### src/hdl/zip_stored_entry_deframer_macros.svh
// ----------------------------------------------------------------------------
// ZIP stored-entry deframer assertion macros
// Implication checks on a named clock and reset, switched off for synthesis.
// ----------------------------------------------------------------------------
`ifndef ZIP_STORED_ENTRY_DEFRAMER_MACROS_SVH
`define ZIP_STORED_ENTRY_DEFRAMER_MACROS_SVH
`ifndef SYNTHESIS
`define ZSED_ASSERT_SAME(label, clk, rst, ante, cons) \
   label: assert property (@(posedge clk) disable iff (rst) (ante) |-> (cons)) \
      else $error("zsed check failed");
`define ZSED_ASSERT_NEXT(label, clk, rst, ante, cons) \
   label: assert property (@(posedge clk) disable iff (rst) (ante) |=> (cons)) \
      else $error("zsed check failed");
`else
`define ZSED_ASSERT_SAME(label, clk, rst, ante, cons)
`define ZSED_ASSERT_NEXT(label, clk, rst, ante, cons)
`endif
`endif

### src/hdl/zsed_pkg.sv
// ----------------------------------------------------------------------------
// ZIP stored-entry deframer package
// Shared codes, constants and the structs passed between the modules.
// ----------------------------------------------------------------------------
package zsed_pkg;

   localparam logic [31:0] SigLocal       = 32'h04034B50;
   localparam logic [31:0] SigCentral     = 32'h02014B50;
   localparam logic [31:0] SigEnd         = 32'h06054B50;
   localparam logic [15:0] FlagDescriptor = 16'h0008;
   localparam logic [31:0] SizeAllOnes    = 32'hFFFFFFFF;
   localparam int          HeaderLen      = 30;
   localparam int          StoreLen       = HeaderLen - 1;
   localparam logic [16:0] LastHdrPos     = 17'(HeaderLen - 1);
   localparam logic [16:0] LimitReset     = 17'd260;
   localparam logic [7:0]  CharColon      = 8'h3A;
   localparam logic [7:0]  CharDot        = 8'h2E;
   localparam logic [7:0]  CharSlash      = 8'h2F;
   localparam logic [7:0]  CharBackslash  = 8'h5C;

   typedef enum logic [2:0] {
      PhHeader  = 3'd0,
      PhName    = 3'd1,
      PhPayload = 3'd2,
      PhDone    = 3'd3,
      PhBadSig  = 3'd4,
      PhUnsup   = 3'd5,
      PhBadLen  = 3'd6,
      PhBadPath = 3'd7
   } phase_type;

   typedef enum logic [2:0] {
      RoleHeader  = 3'd0,
      RoleName    = 3'd1,
      RoleExtra   = 3'd2,
      RolePayload = 3'd3,
      RoleIgnored = 3'd4
   } role_type;

   typedef enum logic [2:0] {
      StatusRunning = 3'd0,
      StatusDone    = 3'd1,
      StatusBadSig  = 3'd2,
      StatusUnsup   = 3'd3,
      StatusBadLen  = 3'd4,
      StatusBadPath = 3'd5
   } status_type;

   typedef struct packed {
      logic [31:0] signature;
      logic [15:0] flags;
      logic [15:0] method;
      logic [31:0] size;
      logic [15:0] name_size;
      logic [15:0] extra_size;
   } hdr_fields_type;

   typedef struct packed {
      role_type    byte_role;
      logic [7:0]  data_out;
      logic        write_enable;
      logic        entry_open;
      logic        entry_is_directory;
      logic [31:0] entry_size;
      logic        entry_end;
      status_type  status;
      logic [31:0] file_count;
   } result_type;

endpackage

### src/hdl/zsed_hdr_store.sv
// ----------------------------------------------------------------------------
// ZIP stored-entry deframer header store
// Holds the local header bytes and presents the decoded little-endian fields.
// ----------------------------------------------------------------------------
module zsed_hdr_store (
   input  logic                    clock,
   input  logic                    wr_en,
   input  logic [4:0]              wr_pos,
   input  logic [7:0]              wr_byte,
   input  logic [7:0]              last_byte,
   output zsed_pkg::hdr_fields_type hdr
);
   import zsed_pkg::*;

   logic [7:0] store_ff [StoreLen];

   always_ff @(posedge clock) begin
      if (wr_en) begin
         store_ff[wr_pos] <= wr_byte;
      end
   end

   // final header byte is taken straight from the input
   assign hdr.signature  = {store_ff[3], store_ff[2], store_ff[1], store_ff[0]};
   assign hdr.flags      = {store_ff[7], store_ff[6]};
   assign hdr.method     = {store_ff[9], store_ff[8]};
   assign hdr.size       = {store_ff[21], store_ff[20], store_ff[19], store_ff[18]};
   assign hdr.name_size  = {store_ff[27], store_ff[26]};
   assign hdr.extra_size = {last_byte, store_ff[28]};

endmodule

### src/hdl/zsed_core.sv
// ----------------------------------------------------------------------------
// ZIP stored-entry deframer core
// Phase machine, name checks, payload countdown and result formation.
// ----------------------------------------------------------------------------
module zsed_core (
   input  logic                clock,
   input  logic                reset,
   input  logic                accept,
   input  logic [7:0]          in_byte,
   input  logic                cfg_write,
   input  logic [16:0]         cfg_data,
   output zsed_pkg::result_type result
);
   import zsed_pkg::*;

   phase_type      phase_ff, phase_in;
   logic [16:0]    pos_ff, pos_in;
   logic [15:0]    name_size_ff, name_size_in;
   logic [15:0]    extra_size_ff, extra_size_in;
   logic [31:0]    remain_ff, remain_in;
   logic [7:0]     prev_ff, prev_in;
   logic           path_bad_ff, path_bad_in;
   logic           is_dir_ff, is_dir_in;
   logic [31:0]    files_ff, files_in;
   logic [16:0]    limit_ff;
   hdr_fields_type hdr;

   logic        hdr_last, hdr_ok, in_name, name_last, char_slash, part_last;
   logic        bad_char;
   logic [17:0] pos_next_wide;
   logic [17:0] part_len;
   logic [31:0] remain_dec;

   zsed_hdr_store u_hdr_store (
      .clock     (clock),
      .wr_en     (accept && phase_ff == PhHeader && pos_ff < 17'(StoreLen)),
      .wr_pos    (pos_ff[4:0]),
      .wr_byte   (in_byte),
      .last_byte (in_byte),
      .hdr       (hdr)
   );

   assign hdr_last      = pos_ff == LastHdrPos;
   assign hdr_ok        = hdr.signature == SigLocal && (hdr.flags & FlagDescriptor) == '0
                          && hdr.method == '0 && hdr.size != SizeAllOnes
                          && hdr.name_size != '0 && {1'b0, hdr.name_size} < limit_ff;
   assign pos_next_wide = {1'b0, pos_ff} + 18'd1;
   assign part_len      = {2'b0, name_size_ff} + {2'b0, extra_size_ff};
   assign in_name       = pos_ff < {1'b0, name_size_ff};
   assign name_last     = pos_next_wide == {2'b0, name_size_ff};
   assign part_last     = pos_next_wide >= part_len;
   assign char_slash    = in_byte == CharSlash || in_byte == CharBackslash;
   assign bad_char      = in_byte == CharColon || (in_byte == CharDot && prev_ff == CharDot)
                          || (pos_ff == '0 && char_slash);
   assign remain_dec    = (remain_ff != '0) ? remain_ff - 32'd1 : '0;

   always_comb begin
      phase_in      = phase_ff;
      pos_in        = pos_ff;
      name_size_in  = name_size_ff;
      extra_size_in = extra_size_ff;
      remain_in     = remain_ff;
      prev_in       = prev_ff;
      path_bad_in   = path_bad_ff;
      is_dir_in     = is_dir_ff;
      files_in      = files_ff;
      case (phase_ff)
         PhHeader: begin
            if (!hdr_last) begin
               pos_in = pos_ff + 17'd1;
            end else begin
               pos_in = '0;
               if (hdr.signature == SigCentral || hdr.signature == SigEnd) begin
                  phase_in = PhDone;
               end else if (hdr.signature != SigLocal) begin
                  phase_in = PhBadSig;
               end else if ((hdr.flags & FlagDescriptor) != '0 || hdr.method != '0
                            || hdr.size == SizeAllOnes) begin
                  phase_in = PhUnsup;
               end else if (!hdr_ok) begin
                  phase_in = PhBadLen;
               end else begin
                  phase_in      = PhName;
                  name_size_in  = hdr.name_size;
                  extra_size_in = hdr.extra_size;
                  remain_in     = hdr.size;
                  prev_in       = '0;
                  path_bad_in   = 1'b0;
                  is_dir_in     = 1'b0;
               end
            end
         end
         PhName: begin
            if (in_name) begin
               path_bad_in = path_bad_ff | bad_char;
               prev_in     = in_byte;
               if (name_last) begin
                  is_dir_in = char_slash;
               end
            end
            if (part_last) begin
               pos_in = '0;
               if (path_bad_in) begin
                  phase_in = PhBadPath;
               end else begin
                  if (!is_dir_in) begin
                     files_in = files_ff + 32'd1;
                  end
                  phase_in = (remain_ff == '0) ? PhHeader : PhPayload;
               end
            end else begin
               pos_in = pos_next_wide[16:0];
            end
         end
         PhPayload: begin
            remain_in = remain_dec;
            if (remain_dec == '0) begin
               phase_in = PhHeader;
               pos_in   = '0;
            end
         end
         default: begin
         end
      endcase
   end

   always_comb begin
      result                    = '0;
      result.byte_role          = RoleIgnored;
      result.data_out           = in_byte;
      result.file_count         = files_in;
      case (phase_ff)
         PhHeader: begin
            result.byte_role = RoleHeader;
            if (hdr_last && hdr_ok) begin
               result.entry_size = hdr.size;
            end
         end
         PhName: begin
            result.byte_role  = in_name ? RoleName : RoleExtra;
            result.entry_size = hdr.size;
            if (part_last && !path_bad_in) begin
               result.entry_open         = 1'b1;
               result.entry_is_directory = is_dir_in;
               result.entry_end          = remain_ff == '0;
            end
         end
         PhPayload: begin
            result.byte_role    = RolePayload;
            result.entry_size   = hdr.size;
            result.write_enable = !is_dir_ff;
            result.entry_end    = remain_dec == '0;
         end
         default: begin
         end
      endcase
      case (phase_in)
         PhDone:    result.status = StatusDone;
         PhBadSig:  result.status = StatusBadSig;
         PhUnsup:   result.status = StatusUnsup;
         PhBadLen:  result.status = StatusBadLen;
         PhBadPath: result.status = StatusBadPath;
         default:   result.status = StatusRunning;
      endcase
   end

   always_ff @(posedge clock) begin
      if (reset) begin
         phase_ff      <= PhHeader;
         pos_ff        <= '0;
         name_size_ff  <= '0;
         extra_size_ff <= '0;
         remain_ff     <= '0;
         prev_ff       <= '0;
         path_bad_ff   <= 1'b0;
         is_dir_ff     <= 1'b0;
         files_ff      <= '0;
         limit_ff      <= LimitReset;
      end else begin
         if (accept) begin
            phase_ff      <= phase_in;
            pos_ff        <= pos_in;
            name_size_ff  <= name_size_in;
            extra_size_ff <= extra_size_in;
            remain_ff     <= remain_in;
            prev_ff       <= prev_in;
            path_bad_ff   <= path_bad_in;
            is_dir_ff     <= is_dir_in;
            files_ff      <= files_in;
         end
         if (cfg_write) begin
            limit_ff <= cfg_data;
         end
      end
   end

endmodule

### src/hdl/zsed_out_reg.sv
// ----------------------------------------------------------------------------
// ZIP stored-entry deframer result register
// Holds one result item; refills in the cycle the held item is taken.
// ----------------------------------------------------------------------------
module zsed_out_reg (
   input  logic                clock,
   input  logic                reset,
   input  logic                load,
   input  zsed_pkg::result_type load_data,
   input  logic                out_stall,
   output logic                out_valid,
   output logic                busy,
   output zsed_pkg::result_type out_data
);
   import zsed_pkg::*;

   logic       valid_ff, valid_in;
   result_type data_ff;

   assign busy      = valid_ff && out_stall;
   assign valid_in  = load || busy;
   assign out_valid = valid_ff;
   assign out_data  = data_ff;

   always_ff @(posedge clock) begin
      if (reset) begin
         valid_ff <= 1'b0;
      end else begin
         valid_ff <= valid_in;
      end
   end

   always_ff @(posedge clock) begin
      if (load) begin
         data_ff <= load_data;
      end
   end

endmodule

### src/hdl/zip_stored_entry_deframer.sv
// ----------------------------------------------------------------------------
// ZIP stored-entry deframer
// Takes a ZIP archive a byte per item, tags each byte and checks each entry.
// ----------------------------------------------------------------------------
// One byte is taken every cycle while the result side does not stall, and its
// result appears in the next cycle from the result register; the phase
// update decodes the header store and checks the name as each byte passes.
// A held result stalls input only while the result side itself stalls.
// Done and errors are sticky until reset; csr_data sets the name length limit.
module zip_stored_entry_deframer (
   input  logic        clock,
   input  logic        reset,
   input  logic        req_valid,
   output logic        req_stall,
   input  logic [7:0]  req_data_byte,
   output logic        rsp_valid,
   input  logic        rsp_stall,
   output logic [2:0]  rsp_byte_role,
   output logic [7:0]  rsp_data_out,
   output logic        rsp_write_enable,
   output logic        rsp_entry_open,
   output logic        rsp_entry_is_directory,
   output logic [31:0] rsp_entry_size,
   output logic        rsp_entry_end,
   output logic [2:0]  rsp_status,
   output logic [31:0] rsp_file_count,
   input  logic        csr_valid,
   output logic        csr_ready,
   input  logic [16:0] csr_data
);
   import zsed_pkg::*;
`include "zip_stored_entry_deframer_macros.svh"

   logic       accept;
   result_type core_result, held;

   assign accept    = req_valid && !req_stall;
   assign csr_ready = 1'b1;

   zsed_core u_core (
      .clock     (clock),
      .reset     (reset),
      .accept    (accept),
      .in_byte   (req_data_byte),
      .cfg_write (csr_valid && csr_ready),
      .cfg_data  (csr_data),
      .result    (core_result)
   );

   zsed_out_reg u_out_reg (
      .clock     (clock),
      .reset     (reset),
      .load      (accept),
      .load_data (core_result),
      .out_stall (rsp_stall),
      .out_valid (rsp_valid),
      .busy      (req_stall),
      .out_data  (held)
   );

   assign rsp_byte_role          = held.byte_role;
   assign rsp_data_out           = held.data_out;
   assign rsp_write_enable       = held.write_enable;
   assign rsp_entry_open         = held.entry_open;
   assign rsp_entry_is_directory = held.entry_is_directory;
   assign rsp_entry_size         = held.entry_size;
   assign rsp_entry_end          = held.entry_end;
   assign rsp_status             = held.status;
   assign rsp_file_count         = held.file_count;

   `ZSED_ASSERT_NEXT(a_accept_gives_result, clock, reset, accept, rsp_valid)
   `ZSED_ASSERT_SAME(a_held_blocks_input, clock, reset, rsp_valid && rsp_stall, req_stall)
   `ZSED_ASSERT_NEXT(a_sticky_ignored, clock, reset,
      rsp_valid && rsp_status != StatusRunning && accept, rsp_byte_role == RoleIgnored)

endmodule

### config.mk
export PLATFORM = sky130hd
export DESIGN_NAME = zip_stored_entry_deframer
export DESIGN_NICKNAME = d
export VERILOG_FILES = /design/src/hdl/zsed_pkg.sv /design/src/hdl/zsed_hdr_store.sv /design/src/hdl/zsed_core.sv /design/src/hdl/zsed_out_reg.sv /design/src/hdl/zip_stored_entry_deframer.sv
export VERILOG_INCLUDE_DIRS = /design/src /design/src/hdl
export SDC_FILE = /design/constraint.sdc
export NUM_CORES = 1
export LEC_CHECK = 0
export BUFFER_PORTS_ARGS = -buffer_cell sky130_fd_sc_hd__buf_2
export CAP_MARGIN = 20
export CORE_MARGIN = 10
export CORE_UTILIZATION = 40
export CTS_CLUSTER_DIAMETER = 100
export CTS_CLUSTER_SIZE = 8
export DETAILED_ROUTE_END_ITERATION = 8
export GPL_TIMING_DRIVEN = 0
export PLACE_DENSITY_LB_ADDON = 0.15
export REMOVE_ABC_BUFFERS = 1
export SLEW_MARGIN = 20
export SYNTH_ARGS = -nofsm -noshare
export SYNTH_HDL_FRONTEND = slang
export SYNTH_HIERARCHICAL = 1
export SYNTH_SLANG_ARGS = --single-unit
### constraint.sdc
create_clock -name clock -period 7.23 [get_ports clock]
set_input_delay 0.723 -clock clock [delete_from_list [all_inputs] [get_ports clock]]
set_output_delay 0.723 -clock clock [all_outputs]
set_load 0.005 [all_outputs]
==> results_dict.tcl, run 1 <==
set metrics [dict create \
    cts_tree "yes" \
    slew_headroom_pct 28.6 \
    postCtsSetupBuffers 0 \
    syn_area_mm2 0.0173 \
    min_period_ns 6.19 \
    root_buffer "clkbuf_16" \
    hold_buffers 0 \
    crit_type "reg -> reg" \
    final_area_mm2 0.0198 \
    drc_errors 0 \
    cap_violations 0 \
    hold_viol_final 0 \
    yosys_warnings 6 \
    vias 13400 \
    fin_util_pct 46.0 \
    critPathMaxFanout 15 \
    io_buffers 113 \
    grt_pass1_wl_mm 74.4 \
    place_ws_ns 1.04 \
    combPwrFrac_pct 9.2 \
    fin_total_pwr_mw 4.51 \
    gp_congestion 0.911 \
    cp_data_arrival_time_ns 6.49 \
    drt-total-wl_mm 47.1 \
    numCtsBuffers 47 \
    pwr-share-clk_pct 44.9 \
    htree_levels 2 \
    drive_gt1_share_pct 14.6 \
    fin_crit_sh_pct 85.6 \
    grt_setup_unrepaired "false" \
    drtIter0Drc 943 \
    dr.pass1.iters 7 \
    hold_class "in -> reg" \
    die_h_um 228 \
    grt_util_all_layers_pct 17.6 \
    postRouteAntennaNets 0 \
    met2_length_mm 22.3 \
    path_clk_slew_ns 0.05 \
    fin_tns_setup_ns 0 \
    cts.sinks 331 \
    cp_slowest_stage_delay_ns 0.72 \
    p_sw_share_pct 24.6 \
    grt-ovfl-total 0 \
    clockBufferDepth 3 \
    ir_drop_mv 0.169 \
    clk_latency_ns 0.57 \
    core_area_mm2 0.0430 \
    ios 115 \
    viasPerCell 5.57 \
    setup_viol_count_final 0 \
    setup_ws_ns 1.04 \
    wl_met1_mm 21.5 \
    slew_violations 0 \
    postPlaceCellArea_mm2 0.0184 \
    placed_cells 2313 \
    p_int_mw 3.40 \
    grt_pass1_vias 12800 \
    whs_ns 0.399 \
    fillers 4081 \
    worst_clock_skew_ns 0.0241 \
    synthesis.area_per_instance_um2 10.1 \
    critPathSlowestCell "nor4bb_4" \
    cts_resized 0 \
    wl_per_cell_um 19.6 \
    p_switching_mw 1.11 \
    areaGrowthSynthToFinish_pct 14.1 \
    start_kind "flip-flop" \
    clock.fmax_mhz 162 \
    worstMarginPinSlew_ns 1.06 \
    die_area_mm2 0.0521 \
    sequentialPowerShare_pct 45.9 \
    worstPathRequired_ns 7.53 \
    synth_cells 1725 \
    powerDensity_mw_per_mm2 228 \
    wl_met3_mm 2.30 \
    antenna_found_initial 0 \
    dpl.hpwl_mm 31.8 \
    row_count 76 \
    fin_cells 2397 \
    status "finished, final reports clean" \
    p_leak_nw 7.18 \
    final_nets 1879 \
    crit_chain "ha_1, fa_1, a21o_1, a21oi_1, o21bai_1, a31o_2, nand4_1, a31oi_1, a311o_1, xnor2_1, ha_1, nand4_1, a2111oi_0, nand3_1, o211ai_1, o21ai_0, nor4bb_4, buf_4, o2111ai_1, xnor2_1" \
    antennaDiodeCount 0 \
    crit_path_end_kind "flip-flop" \
    dieWidth_um 228 \
    grt_max_degree 98 \
    routed.top_layer "met4" \
    start_util_pct 40.3 \
]
[power by group through the flow]
stage               sequential, mW  combinational (mW)  clock, mW
floorplan                     2.10               0.232          0
global placement              2.11               0.391          0
detailed placement            2.11               0.415          0
CTS                           2.07               0.417       2.08
global route                  2.07               0.459       2.17
finish                        2.07               0.417       2.02
[cells in the final DEF, fill, tap and decap left out, types with 9 or more instances in the layout]
master / count
nand3_1: 33
a21o_1: 9
and3_1: 30
o211ai_1: 11
o21ai_0: 63
nand2b_1: 13
xor2_1: 24
nor4b_1: 9
a21oi_1: 100
edfxtp_1: 187
dfxtp_1: 144
a311oi_1: 10
inv_1: 60
nor2_1: 136
mux2_2: 31
or3_1: 9
and2_1: 43
nor4_1: 57
o2111ai_1: 12
nor2b_1: 33
clkbuf_16: 47
buf_2: 113
nor3_1: 45
nand2_1: 158
nand4_1: 33
a211oi_1: 27
a31oi_1: 11
ha_1: 70
mux2i_1: 15
a221oi_1: 9
clkbuf_1: 33
xnor2_1: 63
[routing by layer]
layer,vias up,track usage (%)
met1,6488,23.5
met4,0,4.50
met5,-,0
met2,314,28.8
li1,6482,-
met3,79,3.41
[sequential cells by signal, summed over array words and instances (netlist names), 3 cells and up]
register                     count
u_core/prev_ff                   8
u_core/pos_ff                   17
u_core/name_size_ff             16
u_core/files_ff                 32
u_core/u_hdr_store/store_ff    105
u_core/limit_ff                 17
u_core/phase_ff                  3
u_core/remain_ff                32
u_core/extra_size_ff            16
u_out_reg/out_data              82
[final timing paths]
check | from | end | slack [ns] | cells past startpoint
setup / recovery | u_core/name_size_ff[0] | u_out_reg/out_data[30] | 1.04 | 20
hold / removal | csr_data[2] | u_core/limit_ff[2] | 0.40 | 3
setup reg to reg | u_core/name_size_ff[0] | u_out_reg/out_data[30] | 1.04 | 20
hold reg to reg | u_core/extra_size_ff[6] | u_core/extra_size_ff[6] | 0.46 | 2
[layout make-up]
cell class / count / area, um^2 / share of cell area, %
clock inverter: 3 / 36.3 / 0.183
multi-input combinational: 1208 / 8110 / 41.0
timing repair buffer: 130 / 888 / 4.49
sequential: 331 / 8500 / 43.0
tap: 585 / 732 / 3.70
inverter: 60 / 225 / 1.14
clock buffer: 80 / 1300 / 6.57
[worst max-delay path: cells and delay by family (launching register included)]
family / cells / cell delay (ns)
flip-flops: 1 / 0.34
adder cells (fa/ha/maj): 3 / 0.93
XOR/XNOR: 2 / 0.34
AND/OR/NAND/NOR: 4 / 1.06
AO/OA/AOI/OAI: 10 / 2.91
buffers and inverters: 1 / 0.34
Power figures use the tool's default switching activity.
==> run 2, diff against run 1 <==
--- a/config.mk
+++ b/config.mk
@@ -8,12 +8,14 @@
 export LEC_CHECK = 0
 export BUFFER_PORTS_ARGS = -buffer_cell sky130_fd_sc_hd__buf_2
 export CAP_MARGIN = 20
+export CORE_ASPECT_RATIO = 0.8
 export CORE_MARGIN = 10
 export CORE_UTILIZATION = 40
 export CTS_CLUSTER_DIAMETER = 100
 export CTS_CLUSTER_SIZE = 8
 export DETAILED_ROUTE_END_ITERATION = 8
 export GPL_TIMING_DRIVEN = 0
+export HOLD_SLACK_MARGIN = 0.15
 export PLACE_DENSITY_LB_ADDON = 0.15
 export REMOVE_ABC_BUFFERS = 1
 export SLEW_MARGIN = 20
==> constraint.sdc (replaced) <==
create_clock -name clock -period 7.23 [get_ports clock]
set_input_delay 1.0845 -clock clock [delete_from_list [all_inputs] [get_ports clock]]
set_output_delay 1.0845 -clock clock [all_outputs]
set_load 0.005 [all_outputs]
==> run 2 against run 1 <==
Worst hold slack improved by 0.059 ns. Via count up 1.9%. Largest power group is now the clock network. Count of clock-buffer cells in the layout rose by 3. Cell area increased by 0.42%. Die area hardly changed. Sequential cell count stayed put. Sequential power barely moved. Power rose by 1.8%. Worst setup slack worse by 0.013 ns. Clock skew decreased by 0.0042 ns.
==> results_dict.tcl, run 2 (synthesis results as in run 1) <==
set metrics [dict create \
    status "finished, final reports clean" \
    row_count 68 \
    antennaDiodeCount 0 \
    p_leak_nw 7.23 \
    ios 115 \
    die_h_um 206 \
    regMostFlops "u_core/u_hdr_store/store_ff" \
    crit-reg2reg-capture "u_core/files_ff[15]" \
    grt_max_degree 102 \
    root_buffer "clkbuf_16" \
    clk_latency_ns 0.56 \
    core_area_mm2 0.0430 \
    dr.pass1.iters 6 \
    io_buffers 113 \
    grt-ovfl-total 0 \
    critPathMaxFanout 17 \
    final_nets 1880 \
    start_util_pct 40.4 \
    crit_type "reg -> reg" \
    r2r-start "u_core/name_size_ff[0]" \
    mostFrequentLayoutCell "edfxtp_1" \
    slew_violations 0 \
    ir_drop_mv 0.159 \
    min_path_cells 2 \
    clockBufferDepth 3 \
    place_ws_ns 1.06 \
    grt_pass1_vias 13400 \
    p_int_mw 3.46 \
    slew_headroom_pct 32.8 \
    fin_total_pwr_mw 4.59 \
    powerDensity_mw_per_mm2 231 \
    min_period_ns 6.20 \
    hold_buffers 0 \
    setup_ws_ns 1.03 \
    regArea_mm2 0.00850 \
    cts.sinks 331 \
    worstHoldStart "u_core/extra_size_ff[0]" \
    sequentialPowerShare_pct 45.1 \
    path_clk_slew_ns 0.06 \
    viasPerCell 5.73 \
    drive_gt1_share_pct 14.8 \
    p_sw_share_pct 24.6 \
    worst_clock_skew_ns 0.0199 \
    setup_viol_count_final 0 \
    postRouteAntennaNets 0 \
    drc_errors 0 \
    fin_crit_sh_pct 85.8 \
    cap_violations 0 \
    clock.fmax_mhz 161 \
    drtIter0Drc 1235 \
    wl_per_cell_um 21.0 \
    grt_util_all_layers_pct 18.8 \
    pwr-share-clk_pct 45.6 \
    crit_path_end_kind "flip-flop" \
    vias 13600 \
    start_kind "flip-flop" \
    antenna_found_initial 0 \
    gp_congestion 0.894 \
    multi_input_area_mm2 0.00812 \
    dieWidth_um 253 \
    htree_levels 2 \
    combPwrFrac_pct 9.3 \
    mostFrequentLayoutCells "187 x edfxtp_1, 158 x nand2_1, 144 x dfxtp_1" \
    r2r_slack_ns 1.03 \
    fin_cells 2376 \
    reg2reg_depth 21 \
    postCtsSetupBuffers 0 \
    drt-total-wl_mm 50.0 \
    worstPathRequired_ns 7.67 \
    cts_tree "yes" \
    cts_resized 0 \
    p_switching_mw 1.13 \
    areaGrowthSynthToFinish_pct 14.6 \
    fillers 4046 \
    largest_register_ffs 105 \
    worstMarginPinSlew_ns 1.01 \
    min_to "u_core/extra_size_ff[0]" \
    hold_class "reg -> reg" \
    hold_viol_final 0 \
    numCtsBuffers 47 \
    placed_cells 2290 \
    fin_util_pct 46.2 \
    dpl.hpwl_mm 33.3 \
    cp_data_arrival_time_ns 6.65 \
    grt_pass1_wl_mm 78.0 \
    die_area_mm2 0.0521 \
    grt_setup_unrepaired "false" \
]
-- run 2: critical path, stage by stage (launching register included) --
cell	delay [ns]
dfxtp_1	0.36
ha_1	0.25
fa_1	0.41
a21o_1	0.19
a21oi_1	0.21
o21bai_1	0.12
a31o_2	0.26
nand4_1	0.11
a31oi_1	0.14
a311o_1	0.42
xnor2_1	0.14
ha_1	0.31
nand4_1	0.10
a2111oi_0	0.56
nand3_1	0.15
o211ai_1	0.57
o21ai_0	0.26
nor4bb_4	0.58
buf_6	0.25
buf_4	0.23
o211a_1	0.16
mux2_2	0.32
-- run 2: metal layers --
metal	track usage, %	routed length (um)	up-vias
met5	0	0	-
met4	5.91	1280	0
met3	3.47	3290	74
met2	28.5	21600	430
met1	26.8	23800	6661
li1	-	-	6455
-- run 2: through the flow --
| step | hold WS [ns] | area (um^2) | TNS [ns] |
|---|---|---|---|
| 3_3_place_gp | 0.443 | 18000 | -87.93 |
| 3_5_place_dp | 0.452 | 18500 | 0 |
| 2_1_floorplan | 0.430 | 16700 | 0 |
| 6_report | 0.458 | 19900 | 0 |
| 4_1_cts | 0.461 | 19900 | 0 |
| 5_1_grt | 0.485 | 19900 | 0 |
-- run 2: worst max-delay path by stage --
stage	from	to	slack [ns]	cells past startpoint
finish	u_core/name_size_ff[0]	u_core/files_ff[15]	1.03	21
CTS	u_core/name_size_ff[0]	u_core/files_ff[15]	1.04	21
global placement	u_core/name_size_ff[0]	u_out_reg/out_data[1]	-2.54	19
floorplan	u_core/name_size_ff[0]	u_out_reg/out_data[1]	0.17	19
global route	u_core/name_size_ff[1]	u_out_reg/out_data[28]	0.66	20
detailed placement	u_core/name_size_ff[0]	u_core/files_ff[15]	1.06	21
-- run 2: power by group through the flow --
stage / Combinational, mW / Clock (mW) / Sequential, mW
after floorplan: 0.232 / 0 / 2.10
after global placement: 0.398 / 0 / 2.11
after detailed placement: 0.427 / 0 / 2.11
after CTS: 0.429 / 2.14 / 2.07
after global routing: 0.474 / 2.23 / 2.07
final: 0.428 / 2.09 / 2.07
-- run 2: final cells by class --
class | count | share of cell area (%)
clock buffers | 83 | 6.71
clock inverters | 3 | 0.277
inverters | 60 | 1.13
multi-input cells | 1208 | 40.9
flip-flops and latches | 331 | 42.8
well taps | 560 | 3.53
repair buffers | 131 | 4.73
